## src/design/hjg_pkg.sv

```systemverilog
// ----------------------------------------------------------------------------
// Halton jitter generator package
// Shared types and fixed constants of the jitter generator.
// ----------------------------------------------------------------------------
package hjg_pkg;

  // Output scaling: results are fixed point with this many fraction bits.
  localparam int unsigned OUT_SCALE_BITS = 30;
  // Quotient bits of the final scale division (magnitude up to 2^30).
  localparam int unsigned SCALE_QUOT_W   = OUT_SCALE_BITS + 1;
  localparam int unsigned CNT_W          = $clog2(SCALE_QUOT_W);
  // Sequence value n+1 spans 1..256.
  localparam int unsigned SEQ_W          = 9;
  // Reversed numerator and b^k denominator (3^6 = 729, 2^9 = 512).
  localparam int unsigned DEN_W          = 10;
  // Screen size registers.
  localparam int unsigned DIM_W          = 15;
  localparam int unsigned JIT_W          = 32;
  localparam int unsigned IDX_W          = 8;

  localparam logic [DIM_W-1:0] WIDTH_RST  = 15'd1920;
  localparam logic [DIM_W-1:0] HEIGHT_RST = 15'd1080;

  // Configuration register indexes.
  localparam logic CFG_IDX_WIDTH  = 1'b0;
  localparam logic CFG_IDX_HEIGHT = 1'b1;

  typedef enum logic [5:0] {
    S_IDLE  = 6'b000001,
    S_DIGIT = 6'b000010,
    S_FRAC  = 6'b000100,
    S_PREP  = 6'b001000,
    S_SCALE = 6'b010000,
    S_DONE  = 6'b100000
  } hjg_state_e;

  // Control of one bit-serial divider.
  typedef struct packed {
    logic load;
    logic step;
  } hjg_div_ctrl_t;

endpackage

```

## src/design/hjg_serial_div.sv

```systemverilog
// ----------------------------------------------------------------------------
// Halton jitter generator serial divider
// Restoring divider, one quotient bit per step, remainder kept below divisor.
// ----------------------------------------------------------------------------
module hjg_serial_div import hjg_pkg::*; #(
  parameter int unsigned QUOT_W = 31,
  parameter int unsigned DIVR_W = 15
) (
  input  logic              clk_i,
  input  hjg_div_ctrl_t     ctrl_i,
  input  logic [DIVR_W-1:0] rem_init_i,
  input  logic [QUOT_W-1:0] dividend_i,
  input  logic [DIVR_W-1:0] divisor_i,
  output logic [QUOT_W-1:0] quot_o
);

  logic [DIVR_W-1:0] rem_q, rem_d;
  logic [QUOT_W-1:0] dq_q, dq_d;
  logic [DIVR_W-1:0] divr_q;
  logic [DIVR_W:0]   trial;
  logic [DIVR_W:0]   diff;
  logic              fits;

  // Shift one dividend bit into the partial remainder; the quotient bit
  // fills the vacated low end of the dividend register.
  always_comb begin
    trial = {rem_q, dq_q[QUOT_W-1]};
    diff  = trial - {1'b0, divr_q};
    fits  = (trial >= {1'b0, divr_q});
    rem_d = fits ? diff[DIVR_W-1:0] : trial[DIVR_W-1:0];
    dq_d  = {dq_q[QUOT_W-2:0], fits};
  end

  always_ff @(posedge clk_i) begin
    if (ctrl_i.load) begin
      rem_q  <= rem_init_i;
      dq_q   <= dividend_i;
      divr_q <= divisor_i;
    end else if (ctrl_i.step) begin
      rem_q  <= rem_d;
      dq_q   <= dq_d;
    end
  end

  assign quot_o = dq_q;

endmodule

```

## src/design/halton_jitter_generator.sv

```systemverilog
// ----------------------------------------------------------------------------
// Halton jitter generator
// Sub-pixel jitter from the base 2 / base 3 Halton sequence, digit serial.
// ----------------------------------------------------------------------------
// Usage:
//   Input channel (in_valid_i / in_stall_o) carries one sample index n per
//   beat. The output channel (out_valid_o / out_stall_i) returns one beat
//   per input with jitter_x_o and jitter_y_o, signed, scaled by 2^30.
//   Config: pulse cfg_we_i with cfg_idx_i (0 = width, 1 = height) and
//   cfg_wdata_i; write only while the block is idle. A zero divisor acts as 1.
// Flow:
//   One item at a time. The digit loop splits off one digit of n+1 per
//   cycle in each base (up to 9 digits for base 2); then the fraction
//   divider runs, one state sets up the scale division, the scale divider
//   runs, and the done state loads the output register once it is free.
// Reset: clears the controller and the output valid; width and height
//   return to 1920 and 1080.
// Stall: the output register holds its beat while out_stall_i is high. A
//   new index is accepted meanwhile; its result waits in the done state.
// ----------------------------------------------------------------------------
module halton_jitter_generator import hjg_pkg::*; #(
  parameter int unsigned FRACTION_BITS = 20
) (
  input  logic                    clk_i,
  input  logic                    rst_ni,
  input  logic                    cfg_we_i,
  input  logic                    cfg_idx_i,
  input  logic [DIM_W-1:0]        cfg_wdata_i,
  input  logic                    in_valid_i,
  output logic                    in_stall_o,
  input  logic [IDX_W-1:0]        sample_index_i,
  output logic                    out_valid_o,
  input  logic                    out_stall_i,
  output logic signed [JIT_W-1:0] jitter_x_o,
  output logic signed [JIT_W-1:0] jitter_y_o
);

  localparam int unsigned MAG_W = FRACTION_BITS + 1;
  localparam logic [CNT_W-1:0] FRAC_LAST  = CNT_W'(FRACTION_BITS - 1);
  localparam logic [CNT_W-1:0] SCALE_LAST = CNT_W'(SCALE_QUOT_W - 1);
  localparam logic [MAG_W-1:0] FIX_ONE    = MAG_W'(1) << FRACTION_BITS;

  hjg_state_e state_q, state_d;
  logic [CNT_W-1:0] cnt_q, cnt_d;
  logic [DIM_W-1:0] width_q, height_q;

  // Digit loop registers.
  logic [SEQ_W-1:0] v2_q, v3_q;
  logic [DEN_W-1:0] num2_q, den2_q, num3_q, den3_q;

  logic in_fire;
  logic out_load;
  logic digits_done;

  // Base 3 digit: divide by 3 through the reciprocal 171/512.
  logic [2*SEQ_W-1:0] v3_prod;
  logic [SEQ_W-1:0]   v3_quot;
  logic [SEQ_W:0]     v3_back;
  logic [SEQ_W-1:0]   v3_digit;

  hjg_div_ctrl_t frac_ctrl, scale_ctrl;
  logic [FRACTION_BITS-1:0] h2, h3;
  logic [SCALE_QUOT_W-1:0]  qx, qy;

  logic [MAG_W-1:0] twice_x, twice_y, mag_x, mag_y;
  logic             neg_x_d, neg_y_d, neg_x_q, neg_y_q;
  logic [DIM_W-1:0] div_x, div_y;
  logic [JIT_W-1:0] jx_mag, jy_mag;

  logic             out_valid_q;
  logic [JIT_W-1:0] jitter_x_q, jitter_y_q;

  assign in_fire     = in_valid_i && (state_q == S_IDLE);
  assign in_stall_o  = (state_q != S_IDLE);
  assign digits_done = (v2_q == '0) && (v3_q == '0);
  assign out_load    = (state_q == S_DONE) && (!out_valid_q || !out_stall_i);

  // Configuration writes; an index outside the list cannot occur.
  always_ff @(posedge clk_i or negedge rst_ni) begin
    if (!rst_ni) begin
      width_q  <= WIDTH_RST;
      height_q <= HEIGHT_RST;
    end else if (cfg_we_i) begin
      case (cfg_idx_i)
        CFG_IDX_WIDTH:  width_q  <= cfg_wdata_i;
        CFG_IDX_HEIGHT: height_q <= cfg_wdata_i;
        default: ;
      endcase
    end
  end

  // Controller: digits, fraction division, scale division, output.
  always_comb begin
    state_d = state_q;
    cnt_d   = cnt_q;
    case (state_q)
      S_IDLE: begin
        if (in_fire) state_d = S_DIGIT;
      end
      S_DIGIT: begin
        if (digits_done) begin
          state_d = S_FRAC;
          cnt_d   = '0;
        end
      end
      S_FRAC: begin
        cnt_d = cnt_q + CNT_W'(1);
        if (cnt_q == FRAC_LAST) state_d = S_PREP;
      end
      S_PREP: begin
        state_d = S_SCALE;
        cnt_d   = '0;
      end
      S_SCALE: begin
        cnt_d = cnt_q + CNT_W'(1);
        if (cnt_q == SCALE_LAST) state_d = S_DONE;
      end
      S_DONE: begin
        if (out_load) state_d = S_IDLE;
      end
      default: begin
        state_d = S_IDLE;
      end
    endcase
  end

  always_ff @(posedge clk_i or negedge rst_ni) begin
    if (!rst_ni) begin
      state_q <= S_IDLE;
      cnt_q   <= '0;
    end else begin
      state_q <= state_d;
      cnt_q   <= cnt_d;
    end
  end

  // Split off one digit per cycle for each base and build the reversed
  // numerator and the b^k denominator alongside.
  always_comb begin
    v3_prod  = v3_q * SEQ_W'(171);
    v3_quot  = v3_prod[2*SEQ_W-1:SEQ_W];
    v3_back  = {v3_quot, 1'b0} + {1'b0, v3_quot};
    v3_digit = v3_q - v3_back[SEQ_W-1:0];
  end

  always_ff @(posedge clk_i) begin
    if (in_fire) begin
      v2_q   <= {1'b0, sample_index_i} + SEQ_W'(1);
      v3_q   <= {1'b0, sample_index_i} + SEQ_W'(1);
      num2_q <= '0;
      den2_q <= DEN_W'(1);
      num3_q <= '0;
      den3_q <= DEN_W'(1);
    end else if (state_q == S_DIGIT) begin
      if (v2_q != '0) begin
        v2_q   <= v2_q >> 1;
        num2_q <= {num2_q[DEN_W-2:0], v2_q[0]};
        den2_q <= {den2_q[DEN_W-2:0], 1'b0};
      end
      if (v3_q != '0) begin
        v3_q   <= v3_quot;
        num3_q <= {num3_q[DEN_W-2:0], 1'b0} + num3_q + DEN_W'(v3_digit[1:0]);
        den3_q <= {den3_q[DEN_W-2:0], 1'b0} + den3_q;
      end
    end
  end

  // Fraction division: h = floor(num * 2^F / b^k), num below b^k.
  assign frac_ctrl.load = (state_q == S_DIGIT) && digits_done;
  assign frac_ctrl.step = (state_q == S_FRAC);

  hjg_serial_div #(
    .QUOT_W(FRACTION_BITS),
    .DIVR_W(DEN_W)
  ) u_frac_x (
    .clk_i     (clk_i),
    .ctrl_i    (frac_ctrl),
    .rem_init_i(num2_q),
    .dividend_i('0),
    .divisor_i (den2_q),
    .quot_o    (h2)
  );

  hjg_serial_div #(
    .QUOT_W(FRACTION_BITS),
    .DIVR_W(DEN_W)
  ) u_frac_y (
    .clk_i     (clk_i),
    .ctrl_i    (frac_ctrl),
    .rem_init_i(num3_q),
    .dividend_i('0),
    .divisor_i (den3_q),
    .quot_o    (h3)
  );

  // Map h to |2h - 1| in fixed point; negative when h is below one half.
  always_comb begin
    twice_x = {h2, 1'b0};
    twice_y = {h3, 1'b0};
    neg_x_d = ~h2[FRACTION_BITS-1];
    neg_y_d = ~h3[FRACTION_BITS-1];
    mag_x   = neg_x_d ? (FIX_ONE - twice_x) : (twice_x - FIX_ONE);
    mag_y   = neg_y_d ? (FIX_ONE - twice_y) : (twice_y - FIX_ONE);
    div_x   = (width_q  == '0) ? DIM_W'(1) : width_q;
    div_y   = (height_q == '0) ? DIM_W'(1) : height_q;
  end

  always_ff @(posedge clk_i) begin
    if (state_q == S_PREP) begin
      neg_x_q <= neg_x_d;
      neg_y_q <= neg_y_d;
    end
  end

  // Scale division: |2h - 1| * 2^(30-F) / divisor, truncated.
  assign scale_ctrl.load = (state_q == S_PREP);
  assign scale_ctrl.step = (state_q == S_SCALE);

  hjg_serial_div #(
    .QUOT_W(SCALE_QUOT_W),
    .DIVR_W(DIM_W)
  ) u_scale_x (
    .clk_i     (clk_i),
    .ctrl_i    (scale_ctrl),
    .rem_init_i('0),
    .dividend_i(SCALE_QUOT_W'(mag_x) << (OUT_SCALE_BITS - FRACTION_BITS)),
    .divisor_i (div_x),
    .quot_o    (qx)
  );

  hjg_serial_div #(
    .QUOT_W(SCALE_QUOT_W),
    .DIVR_W(DIM_W)
  ) u_scale_y (
    .clk_i     (clk_i),
    .ctrl_i    (scale_ctrl),
    .rem_init_i('0),
    .dividend_i(SCALE_QUOT_W'(mag_y) << (OUT_SCALE_BITS - FRACTION_BITS)),
    .divisor_i (div_y),
    .quot_o    (qy)
  );

  // Restore the sign and hold the beat in the output register.
  assign jx_mag = {1'b0, qx};
  assign jy_mag = {1'b0, qy};

  always_ff @(posedge clk_i or negedge rst_ni) begin
    if (!rst_ni) begin
      out_valid_q <= 1'b0;
    end else if (out_load) begin
      out_valid_q <= 1'b1;
    end else if (!out_stall_i) begin
      out_valid_q <= 1'b0;
    end
  end

  always_ff @(posedge clk_i) begin
    if (out_load) begin
      jitter_x_q <= neg_x_q ? (JIT_W'(0) - jx_mag) : jx_mag;
      jitter_y_q <= neg_y_q ? (JIT_W'(0) - jy_mag) : jy_mag;
    end
  end

  assign out_valid_o = out_valid_q;
  assign jitter_x_o  = jitter_x_q;
  assign jitter_y_o  = jitter_y_q;

endmodule

```

## config.mk

```make
export PLATFORM = sky130hd
export DESIGN_NAME = halton_jitter_generator
export DESIGN_NICKNAME = d
export VERILOG_FILES = /design/src/design/hjg_pkg.sv /design/src/design/hjg_serial_div.sv /design/src/design/halton_jitter_generator.sv
export SDC_FILE = /design/constraint.sdc
export NUM_CORES = 1
export LEC_CHECK = 0
export CAP_MARGIN = 20
export CORE_UTILIZATION = 40
export CTS_CLUSTER_SIZE = 16
export DETAILED_ROUTE_END_ITERATION = 12
export DONT_BUFFER_PORTS = 1
export HOLD_SLACK_MARGIN = 0.02
export RECOVER_POWER = 25
export SYNTH_ARGS = -nofsm -noshare
export SYNTH_HDL_FRONTEND = slang
export SYNTH_HIERARCHICAL = 1
export SYNTH_SLANG_ARGS = --single-unit
```

## constraint.sdc

```tcl
create_clock -name clk_i -period 5.6 [get_ports clk_i]
set_input_delay 1.12 -clock clk_i [delete_from_list [all_inputs] [get_ports clk_i]]
set_output_delay 1.12 -clock clk_i [all_outputs]
set_load 0.005 [all_outputs]
```

==> After elaboration in Yosys (flattened, before gate mapping) <==
Cells that the tools add are included.
{ "classes": {"add_sub_neg": 17, "multipliers": 1, "n_lt_le_gt_ge": 4, "n_eq_ne": 15, "mux": 32, "bitwise_logic": 3, "reduce_logical": 28} }
{ "ops": {"columns": ["operator", "n"], "rows": [
  ["2-to-1 mux 31 bit", 6],
  ["subtractor 1 x 31 -> 32 bit, first input constant", 2],
  ["2-to-1 mux 10 bit", 6],
  ["2-to-1 mux 9 bit", 6],
  ["2-to-1 mux 21 bit", 2],
  ["subtractor 21 bit, first input constant", 2],
  ["subtractor 21 bit, second input constant", 2],
  ["case mux 6 bit (6 select lines)", 1],
  [">= comparator 16 x 15 -> 1 bit", 2],
  ["logical NOT 15 bit", 2],
  ["2-to-1 mux 15 bit", 2],
  ["2-to-1 mux 6 bit", 5],
  ["subtractor 15 bit", 2],
  [">= comparator 11 x 10 -> 1 bit", 2],
  ["adder 10 bit", 2],
  ["subtractor 10 bit", 2],
  ["logical NOT 9 bit", 2],
  ["nonzero test 9 bit", 2],
  ["multiplier 9 x 8 -> 17 bit, second input constant", 1],
  ["case mux 5 bit (3 select lines)", 1],
  ["AND reduction 2 bit", 7],
  ["adder 10 x 2 -> 10 bit", 1],
  ["equality test 5 bit, second input constant", 2],
  ["nonzero test 2 bit", 5],
  ["other kinds (22)", 33]
]} }
{ "totals": {"register_bits": 368, "wordCells": 131} }

==> Depth between registers and ports, before layout <==
Gate-level depths: netlist of the first run.
{ "logic_depth": {"depth_word": 5, "mapped_depth": 25, "depth_no_buf": 25} }

==> Hierarchy <==
Netlist of the first run, hierarchy kept.
{ "modules_own_cells": {"columns": ["mod", "n_inst", "cells_each", "area_per_inst_um2", "seq_area_each_um2"], "rows": [
  ["halton_jitter_generator", 1, 1032, 10246.1, 4365.4],
  ["hjg_serial_div at u_scale_x ...", 2, 275, 3537.1, 1831.8],
  ["hjg_serial_div at u_frac_x ...", 2, 168, 2172.1, 1201.2]
]} }

==> Least setup slack after synthesis of the first run <==
Ideal clock, no wire load.
{ "synth_timing": {"path_type": "flip-flop to flip-flop", "from": "register v3_q[4]", "to": "register num3_q[8]", "arrival_time_ns": 5.717, "path_slack_ns": -0.194, "stages_incl_launch_ff": 21, "n_path_buf": 0, "period_less_slack_ns": 5.794, "cell_sequence": "edfxtp_1 ha_1 fa_1 fa_1 inv_1 fa_1 inv_1 ha_1 inv_1 o41ai_1 a41oi_1 xnor2_1 fa_1 inv_1 ha_1 a21o_1 a211oi_1 nor2_1 or4_1 and4_1 nor3_1"} }
{ "synth_between": {"elab_chain_len": 4, "elab_cells_between_ends": 6, "classes_between": "3 x add/sub; 1 x mul; 2 x reduce/logical"} }
{ "synth_rtl": {"columns": ["item", "line", "source"], "rows": [
  ["start, declared", "halton_jitter_generator.sv:48", "logic [SEQ_W-1:0] v2_q, v3_q;"],
  ["start signal, assigned", "halton_jitter_generator.sv:149", "v3_q <= {1'b0, sample_index_i} + SEQ_W'(1);"],
  ["start signal, assigned", "halton_jitter_generator.sv:161", "v3_q <= v3_quot;"],
  ["multiplier 9 x 8 -> 17 bit", "halton_jitter_generator.sv:140", "v3_prod = v3_q * SEQ_W'(171);"],
  ["adder 2 bit", "halton_jitter_generator.sv:142", "v3_back = {v3_quot, 1'b0} + {1'b0, v3_quot};"],
  ["subtractor 2 bit", "halton_jitter_generator.sv:143", "v3_digit = v3_q - v3_back[SEQ_W-1:0];"],
  ["adder 10 x 2 -> 10 bit", "halton_jitter_generator.sv:162", "num3_q <= {num3_q[DEN_W-2:0], 1'b0} + num3_q + DEN_W'(v3_digit[1:0]);"],
  ["end signal, assigned", "halton_jitter_generator.sv:162", null],
  ["end, declared", "halton_jitter_generator.sv:49", "logic [DEN_W-1:0] num2_q, den2_q, num3_q, den3_q;"]
]} }
Several ways; a longest one is shown, not always the timed one.
A chain may end at the register's enable or synchronous reset.

==> Worst setup path in the final report of the first run <==
{ "layout_timing": {"from": "register v3_q[6]", "to": "register num3_q[8]"} }
The elaborated chain is that of the path after synthesis.

==> results.toml, run 1 <==
[status]
outcome = "finished clean"

[worst_setup_path]
worstReg2RegEnd = "num3_q[8]"
worst-r2r-cell-count = 23
end_kind = "flip-flop"
cp.arrival_ns = 6.04
crit_path_start_kind = "flip-flop"
crit_slowest_cell = "fa_1"
path_cells = "ha_4, inv_2, fa_1, inv_2, fa_1, ha_4, buf_6, a221oi_4, o21ai_2, xnor2_2, ha_2, xnor2_2, xnor2_1, xnor2_1, fa_2, inv_2, ha_4, a21o_1, a211oi_2, nor2_2, or4_4, a211oi_2, nor3_1"
max_stage_delay_ns = 0.55
rrSetupSlack_ns = 0.005
cp.required_ns = 6.04
worstReg2RegStart = "v3_q[6]"
worstPathMaxFanout = 3
crit_type = "flip-flop to flip-flop"

[die]
core_area_um2 = 53100
dieArea_um2 = 55100
ios = 95
initial_core_util_pct = 40.8
die_width_um = 235
rows = 84
die_y_um = 235

[drt]
num_vias = 14300
drtIter0Drc = 854
wl_met1_mm = 20.9
met2WireLength_mm = 20.4
first_pass_iters = 5
drtAntennaViolNets = 0
routed.top_layer = "met4"
drcViolationCount = 0
wl_per_cell_um = 16.2
vias_per_cell = 5.23
routed_wl_mm = 44.2
wl_met3_mm = 1.89

[place]
place_congestion = 0.773
io_buffers = 0
place_area_um2 = 22700
post-dp-hpwl_mm = 31.1
place_inst = 2635

[sta]
slew-limit-headroom_pct = 29.0
final.min_clock_period_ns = 5.60
fin_crit_sh_pct = 99.9
holdWs_ns = 0.232
hold_violations = 0
slew_viol_final = 0
fin_skew_ns = 0.0271
setup_viol = 0
fmax_mhz = 179
worst_pin_slew_ns = 1.07
rsz0062_at_grt = "true"

[synth]
synthFlopType = "edfxtp_1"
ys_types = 86
netlist.area_leader.share_pct = 39.6
yosys.area.top_type = "edfxtp_1"
synth_edf_count = 286
async_flop_share_pct = 11.4
synth.cell_area_um2 = 21700
ys_warn_count = 6
synth_most_common_cell = "edfxtp_1"
ys_seq_area_share_pct = 48.1
avgSynthCellArea_um2 = 11.3
postSynthCellCount = 1918
synth_common_cells = "edfxtp_1 (286), mux2_2 (156), nand2_1 (138)"
yosys-top-cells-area = "edfxtp_1 (40%), mux2_2 (8.1%), ha_1 (7.5%)"
ys_seq_elements = 367

[global_routing]
grt_pass1_vias = 14100
grt_max_degree = 102
grtUsageTotal_pct = 16.0
gr-total-overflow = 0
antenna_found_initial = 0
grt_pass1_wl_mm = 72.6

[cts]
insertion_delay_ns = 0.58
path_clk_slew_ns = 0.06
h-tree-depth = 2
cts_buffers = 44
cts_buffer_depth = 3
cts-root-buf = "clkbuf_16"
holdBufCountCts = 0
clock_sinks = 367
cts_tree = "built"

[pwr]
power.density_nw_per_um2 = 340
p_leak_nw = 9.54
finalPower_mw = 8.31
worst_ir_drop_vdd_uv = 222

[min_path]
hold_class = "primary input to asynchronous set/reset pin"

[cells_and_area]
nNetsFinal = 2181
drive_gt1_share_pct = 17.7
fin_cells = 2725
n_antenna_cell = 0
area_growth_pct = 12.9
fin_area_um2 = 24500

[job]
max-cap-violations = 0
==> power by group <==
group	internal [mW]	total [mW]	switching (mW)	leakage [nW]
logic	0.898	1.82	0.925	5.38
registers	3.34	3.58	0.240	3.44
clock network	1.76	2.91	1.15	0.723
total	6.00	8.31	2.32	9.54
==> layout make-up <==
cell class	instances	area (um^2)
clock buffers	57	1240
clock inverters	25	253
fillers	4867	28600
inverters	134	503
multi-input cells	1418	10900
flip-flops and latches	367	10400
well taps	688	861
repair buffers	36	287
==> worst max-delay path by stage <==
stage | startpoint | to | slack (ns) | cells past startpoint
6_report | v3_q[6] | num3_q[8] | 0.005 | 23
5_1_grt | v3_q[6] | num3_q[9] | -0.23 | 25
4_1_cts | v3_q[2] | num3_q[8] | -0.02 | 22
3_5_place_dp | v3_q[2] | num3_q[8] | -0.23 | 20
3_3_place_gp | v3_q[2] | num3_q[8] | -0.12 | 22
2_1_floorplan | v3_q[4] | num3_q[8] | 0.03 | 22
==> placed cells by master (no fill, tap or decap), types with 8 or more instances in the layout <==
master and count:
edfxtp_1 286, mux2_2 156, nand2_1 137, inv_1 129, ha_1 117, a21oi_1 107, nor2_1 95, conb_1 93
o21ai_0 88, xnor2_1 81, xor2_1 62, clkbuf_16 46, dfxtp_1 39, nor3_1 36, nor2b_1 34, dfrtp_1 33
buf_4 32, nand3_1 29, nand2b_1 22, fa_1 20, or3_1 17, nand4_1 16, a21o_1 15, nand3b_1 14
nor4_1 13, a211oi_1 13, o21ai_1 13, and2_1 12, o31ai_1 11, o211ai_1 11, ha_4 11, a221o_1 10
or4_1 10, o41ai_1 9, a31oi_1 9, clkinv_2 9, or2_2 8, nor3b_1 8, dfstp_1 8, mux2_1 8
==> metal layers <==
layer	GRT usage [%]	up-vias
met3	3.28	71
met2	26.2	262
met1	21.4	6879
met4	4.37	0
li1	-	7041
met5	0	-
==> critical path, delay by kind of cell, from the launching register on <==
family	cells	cell delay, ns
fa+ha+maj	7	2.52
compound gates	5	1.09
simple gates	3	0.58
xor+xnor	4	0.58
flops	1	0.47
buf+inv	4	0.23
==> sequential cells by signal, indices dropped and copies added (netlist names), 15 cells and up <==
register	cells
jitter_x_o	32
jitter_y_o	32
u_scale_x/quot_o	31
u_scale_y/quot_o	31
u_frac_x/quot_o	20
u_frac_y/quot_o	20
height_q	15
u_scale_x/divr_q	15
u_scale_x/rem_q	15
u_scale_y/divr_q	15
u_scale_y/rem_q	15
width_q	15
==> cells by family (layout without fill, tap and decap cells) <==
kind of cell | count (synthesis) | count (layout) | synth area share (%)
adder cells (fa/ha/maj) | 151 | 151 | 9.48
AND/OR/NAND/NOR | 496 | 496 | 12.0
buffers and inverters | 224 | 252 | 4.45
multiplexers | 172 | 172 | 8.94
XOR/XNOR | 145 | 145 | 5.86
flip-flops | 367 | 367 | 48.1
AO/OA/AOI/OAI | 361 | 361 | 11.1
other | 2 | 93 | 0.0347
==> through the flow <==
step / util [%] / setup WS, ns / TNS [ns]
2_1_floorplan: - / 0.0292 / 0
3_3_place_gp: 42.8 / -0.122 / -0.154
3_5_place_dp: 42.8 / -0.233 / -0.372
4_1_cts: 45.9 / -0.0214 / -0.0214
5_1_grt: 46.1 / -0.235 / -0.475
6_report: 46.1 / 0.00468 / 0
==> timing repair <==
action	CTS	global route
setup buffers	3	5
pin swaps	21	27
gates resized for setup	19	17
endpoints found under the setup margin	3	4
Note: power is estimated with default switching activity, not from simulation.
==> inputs of run 2 (changes only) <==
ABC_AREA = 1   (was unset)
==> results.toml, run 2 <==
[synth]
synthXorXnorAreaFrac_pct = 4.18
yosys-top-cells-area = "edfxtp_1 (37%), nand2_1 (16%), ha_1 (6.9%)"
avgSynthCellArea_um2 = 8.03
synth_top_family_by_area = "simple AND/OR/NAND/NOR gates"
ys_seq_area_share_pct = 44.4
synth_compound_area_share_pct = 4.59
ys_warn_count = 6
ys_types = 59
yosys.area.top_type = "edfxtp_1"
netlist.area_leader.share_pct = 36.6
ys_seq_elements = 367
synth_edf_count = 286
synthFlopType = "edfxtp_1"
synth.cell_area_um2 = 23500
async_flop_share_pct = 11.4
synth_mux_area_share_pct = 0
synth_most_common_cell = "nand2_1"
postSynthCellCount = 2927
synthAdderAreaFrac_pct = 8.75
synth_common_cells = "nand2_1 (985), inv_1 (413), edfxtp_1 (286)"
yosys.area_share.simple_pct = 28.9

[worst_setup_path]
worstReg2RegEnd = "num3_q[9]"
crit_slowest_cell = "fa_1"
worstPathMaxFanout = 3
cp.required_ns = 6.06
worstReg2RegStart = "v3_q[1]"
cp_common_cell = "nand2_2"
crit_type = "flip-flop to flip-flop"
crit_path_start = "v3_q[1]"
cp.arrival_ns = 6.06
crit_path_start_kind = "flip-flop"
rrSetupSlack_ns = -0.003
crit_end = "num3_q[9]"
max_stage_delay_ns = 0.57
end_kind = "flip-flop"
worst-r2r-cell-count = 30

[sta]
slew-limit-headroom_pct = -3.62
worst_slack_ns = -0.00316
worst_pin_slew_ns = 1.55
holdWs_ns = 0.253
slew_viol_final = 40
fin_skew_ns = 0.0134
hold_violations = 0
setup_viol = 1
fmax_mhz = 178
fin_crit_sh_pct = 100
rsz0062_at_grt = "true"
tns_ns = -0.00316
final.min_clock_period_ns = 5.60

[cts]
clock_sinks = 367
cts_buffers = 42
h-tree-depth = 2
cts_tree = "built"
path_clk_slew_ns = 0.06
cts_buffer_depth = 3
insertion_delay_ns = 0.56
cts-root-buf = "clkbuf_16"

[place]
place_area_um2 = 24500
io_buffers = 0
place_inst = 3712
post-dp-hpwl_mm = 39.0
place_ws_ns = -0.310
place_congestion = 0.896

[die]
die_y_um = 244
dieArea_um2 = 59700
ios = 95
die_width_um = 244
rows = 88
initial_core_util_pct = 40.6
core_area_um2 = 57800

[global_routing]
grt_max_degree = 78
grtUsageTotal_pct = 17.8
grt_pass1_wl_mm = 87.7
gr-total-overflow = 0
grt_pass1_vias = 18000
antenna_found_initial = 5

[pwr]
worst_ir_drop_vdd_uv = 1430
p_leak_nw = 12.4
power.density_nw_per_um2 = 633
finalPower_mw = 16.5

[drt]
vias_per_cell = 4.82
wl_per_cell_um = 14.0
routed_wl_mm = 53.1
num_vias = 18300
drcViolationCount = 0
drtIter0Drc = 881
first_pass_iters = 6
drtAntennaViolNets = 0

[cells_and_area]
mostFrequentLayoutCell = "nand2_1"
fin_area_um2 = 26000
n_fill_cell = 5692
layout_common_cells = "nand2_1 (977), inv_1 (405), edfxtp_1 (286)"
drive_gt1_share_pct = 6.50
fin_cells = 3796
nNetsFinal = 3179
finish.utilization_pct = 45.0
area_growth_pct = 10.7

[status]
violations = "capacitance limit, slew limit, setup timing"
outcome = "complete, but fails checks"

[min_path]
hold_class = "primary input to asynchronous set/reset pin"

[job]
max-cap-violations = 1
## run 2: cell types whose count changed after synthesis, sizes merged, moves of 58 or more
cell and change:
a21oi -62, inv +294, mux2 -166, nand2 +866, nand3 +179, nor2 +110, xnor2 -58
## run 2: repair_timing
item	4_1_cts	5_1_grt
pin swaps	3	26
setup endpoints to repair	4	7
cloned	0	0
hold buffers	0	0
gates resized for setup	8	33
buffers inserted	0	9
## run 2: how the worst min path moves through the flow
stage / to / slack (ns)
CTS: width_q[13] / 0.21
floorplan: u_frac_x/divr_q[9] / 0.40
detailed placement: u_frac_x/divr_q[0] / 0.42
global route: height_q[13] / 0.22
finish: height_q[12] / 0.25
global placement: u_frac_x/divr_q[9] / 0.41
## run 2: cell type report
cell class | instances | area, um^2 | area share, %
Timing Repair Buffer | 37 | 283 | 1.09
Multi-Input combinational cell | 2120 | 11400 | 43.7
Clock inverter | 17 | 166 | 0.640
Clock buffer | 58 | 1170 | 4.49
Tap cell | 765 | 957 | 3.68
Sequential cell | 367 | 10400 | 40.1
Antenna cell | 1 | 2.50 | 0.00962
Inverter | 431 | 1630 | 6.26
## run 2: critical path: cells and delay by family (launching register included)
kind	cells	cell delay (ns)
flops	1	0.45
xor+xnor	1	0.19
simple gates	12	1.01
buf+inv	6	0.33
fa+ha+maj	9	3.22
compound gates	2	0.31
## run 2: routing by layer
metal / vias to the layer above / GRT usage [%] / wire length (um)
met5: - / 0 / 46
met4: 8 / 5.26 / 1200
met3: 86 / 3.16 / 2220
met2: 306 / 32.1 / 26400
met1: 8443 / 21.5 / 23300
li1: 9447 / - / -
## run 2: cells by family after synthesis
family                   Yosys count
flip-flops                       367
AND/OR/NAND/NOR                 1566
adder cells (fa/ha/maj)          151
XOR/XNOR                         112
AO/OA/AOI/OAI                    198
buffers and inverters            531
other                              2
## run 2: power breakdown
group / total (mW) / switching [mW] / internal (mW)
clock network: 2.69 / 1.10 / 1.59
registers: 3.74 / 0.261 / 3.48
logic: 10.0 / 5.90 / 4.12
total: 16.5 / 7.26 / 9.20
==> inputs of run 3 (changes only) <==
CORE_UTILIZATION = 48   (was 40)
PLACE_DENSITY = 0.65   (was unset)
==> results.toml, run 3 (synthesis results as in run 2) <==
[job]
max-cap-violations = 0

[sta]
worst_pin_slew_ns = 1.41
fin_skew_ns = 0.0202
slew_viol_final = 0
rsz0062_at_grt = "true"
slew-limit-headroom_pct = 5.25
holdWs_ns = 0.235
fin_crit_sh_pct = 99.9
fmax_mhz = 179
hold_violations = 0
final.min_clock_period_ns = 5.60
worst_slack_ns = 0.00309
setup_viol = 0

[cells_and_area]
n_fill_cell = 4467
nNetsFinal = 3184
multi_input_area_um2 = 11400
finish.utilization_pct = 54.1
seq_area_um2 = 10400
area_growth_pct = 10.8
mostFrequentLayoutCell = "nand2_1"
layout_common_cells = "nand2_1 (975), inv_1 (406), edfxtp_1 (286)"
n_antenna_cell = 0
drive_gt1_share_pct = 7.27
fin_area_um2 = 26000

[die]
core_area_um2 = 48000
initial_core_util_pct = 48.9
dieArea_um2 = 49800
die_width_um = 223
ios = 95
die_y_um = 223
rows = 80

[cts]
holdBufCountCts = 0
cts_buffers = 44
path_clk_slew_ns = 0.06
cts_buffer_depth = 3
h-tree-depth = 2
cts-root-buf = "clkbuf_16"
insertion_delay_ns = 0.58
cts_tree = "built"
clock_sinks = 367

[worst_setup_path]
worstPathMaxFanout = 3
crit_family = "adder cells"
cp.required_ns = 6.06
max_stage_delay_ns = 0.60
worstReg2RegStart = "v3_q[3]"
crit_type = "flip-flop to flip-flop"
end_kind = "flip-flop"
rrSetupSlack_ns = 0.003
worst-r2r-cell-count = 30
path_buf_inv = 7
worstReg2RegEnd = "num3_q[9]"
crit_path_start_kind = "flip-flop"
cp_common_cell = "inv_2"
cp.arrival_ns = 6.06
crit_slowest_cell = "fa_1"

[drt]
wl_met1_mm = 24.1
vias_per_cell = 5.04
wl_per_cell_um = 14.1
first_pass_iters = 5
routed.top_layer = "met4"
drtIter0Drc = 1123
drcViolationCount = 0
num_vias = 18400
met2WireLength_mm = 23.7
wl_met3_mm = 2.11
drtAntennaViolNets = 0
routed_wl_mm = 51.6

[pwr]
p_leak_nw = 12.5
worst_ir_drop_vdd_uv = 1120
finalPower_mw = 16.9
power.density_nw_per_um2 = 649

[global_routing]
gr-total-overflow = 0
grt_max_degree = 69
grt_pass1_vias = 17700
antenna_found_initial = 0
grtUsageTotal_pct = 20.9
grt_pass1_wl_mm = 85.6

[place]
place_area_um2 = 24300
io_buffers = 0
post-dp-hpwl_mm = 37.6
place_ws_ns = -0.434
place_congestion = 0.877

[status]
outcome = "finished clean"

[min_path]
hold_class = "primary input to asynchronous set/reset pin"
==> run 3: per-stage QoR <==
step,TNS (ns),instances
after floorplan,0,3018
after global placement,-0.456,3560
after detailed placement,-1.45,3560
after CTS,0,3649
after global routing,-1.23,3654
final,0,3654
==> run 3: worst max path at each step <==
stage	from	endpoint	cells after the start
3_5_place_dp	v3_q[3]	num3_q[9]	30
4_1_cts	v3_q[1]	num3_q[9]	30
6_report	v3_q[3]	num3_q[9]	30
3_3_place_gp	v3_q[3]	num3_q[9]	30
2_1_floorplan	v3_q[1]	num3_q[9]	30
5_1_grt	v3_q[3]	num3_q[9]	30
==> run 3: layout make-up <==
| class | instances | area share, % |
|---|---|---|
| well taps | 615 | 2.96 |
| multi-input cells | 2120 | 44.0 |
| flip-flops and latches | 367 | 40.1 |
| clock inverters | 30 | 1.01 |
| clock buffers | 51 | 4.50 |
| repair buffers | 40 | 1.22 |
| inverters | 431 | 6.26 |
==> run 3: timing repair <==
| action | CTS | global route |
|---|---|---|
| pin swaps | 25 | 17 |
| buffers inserted | 8 | 4 |
| resized for setup | 30 | 18 |
| setup endpoints to repair | 8 | 7 |
| gates cloned | 0 | 0 |
==> run 3: power breakdown <==
part           switching (mW)  internal [mW]
Combinational            5.98           4.32
Sequential              0.279           3.48
Clock                    1.17           1.65
Total                    7.43           9.45
==> run 3: metal layers <==
layer	vias up	GRT usage, %
li1	9449	-
met1	8478	27.4
met2	389	34.7
met3	101	3.50
met4	0	7.88
met5	-	0
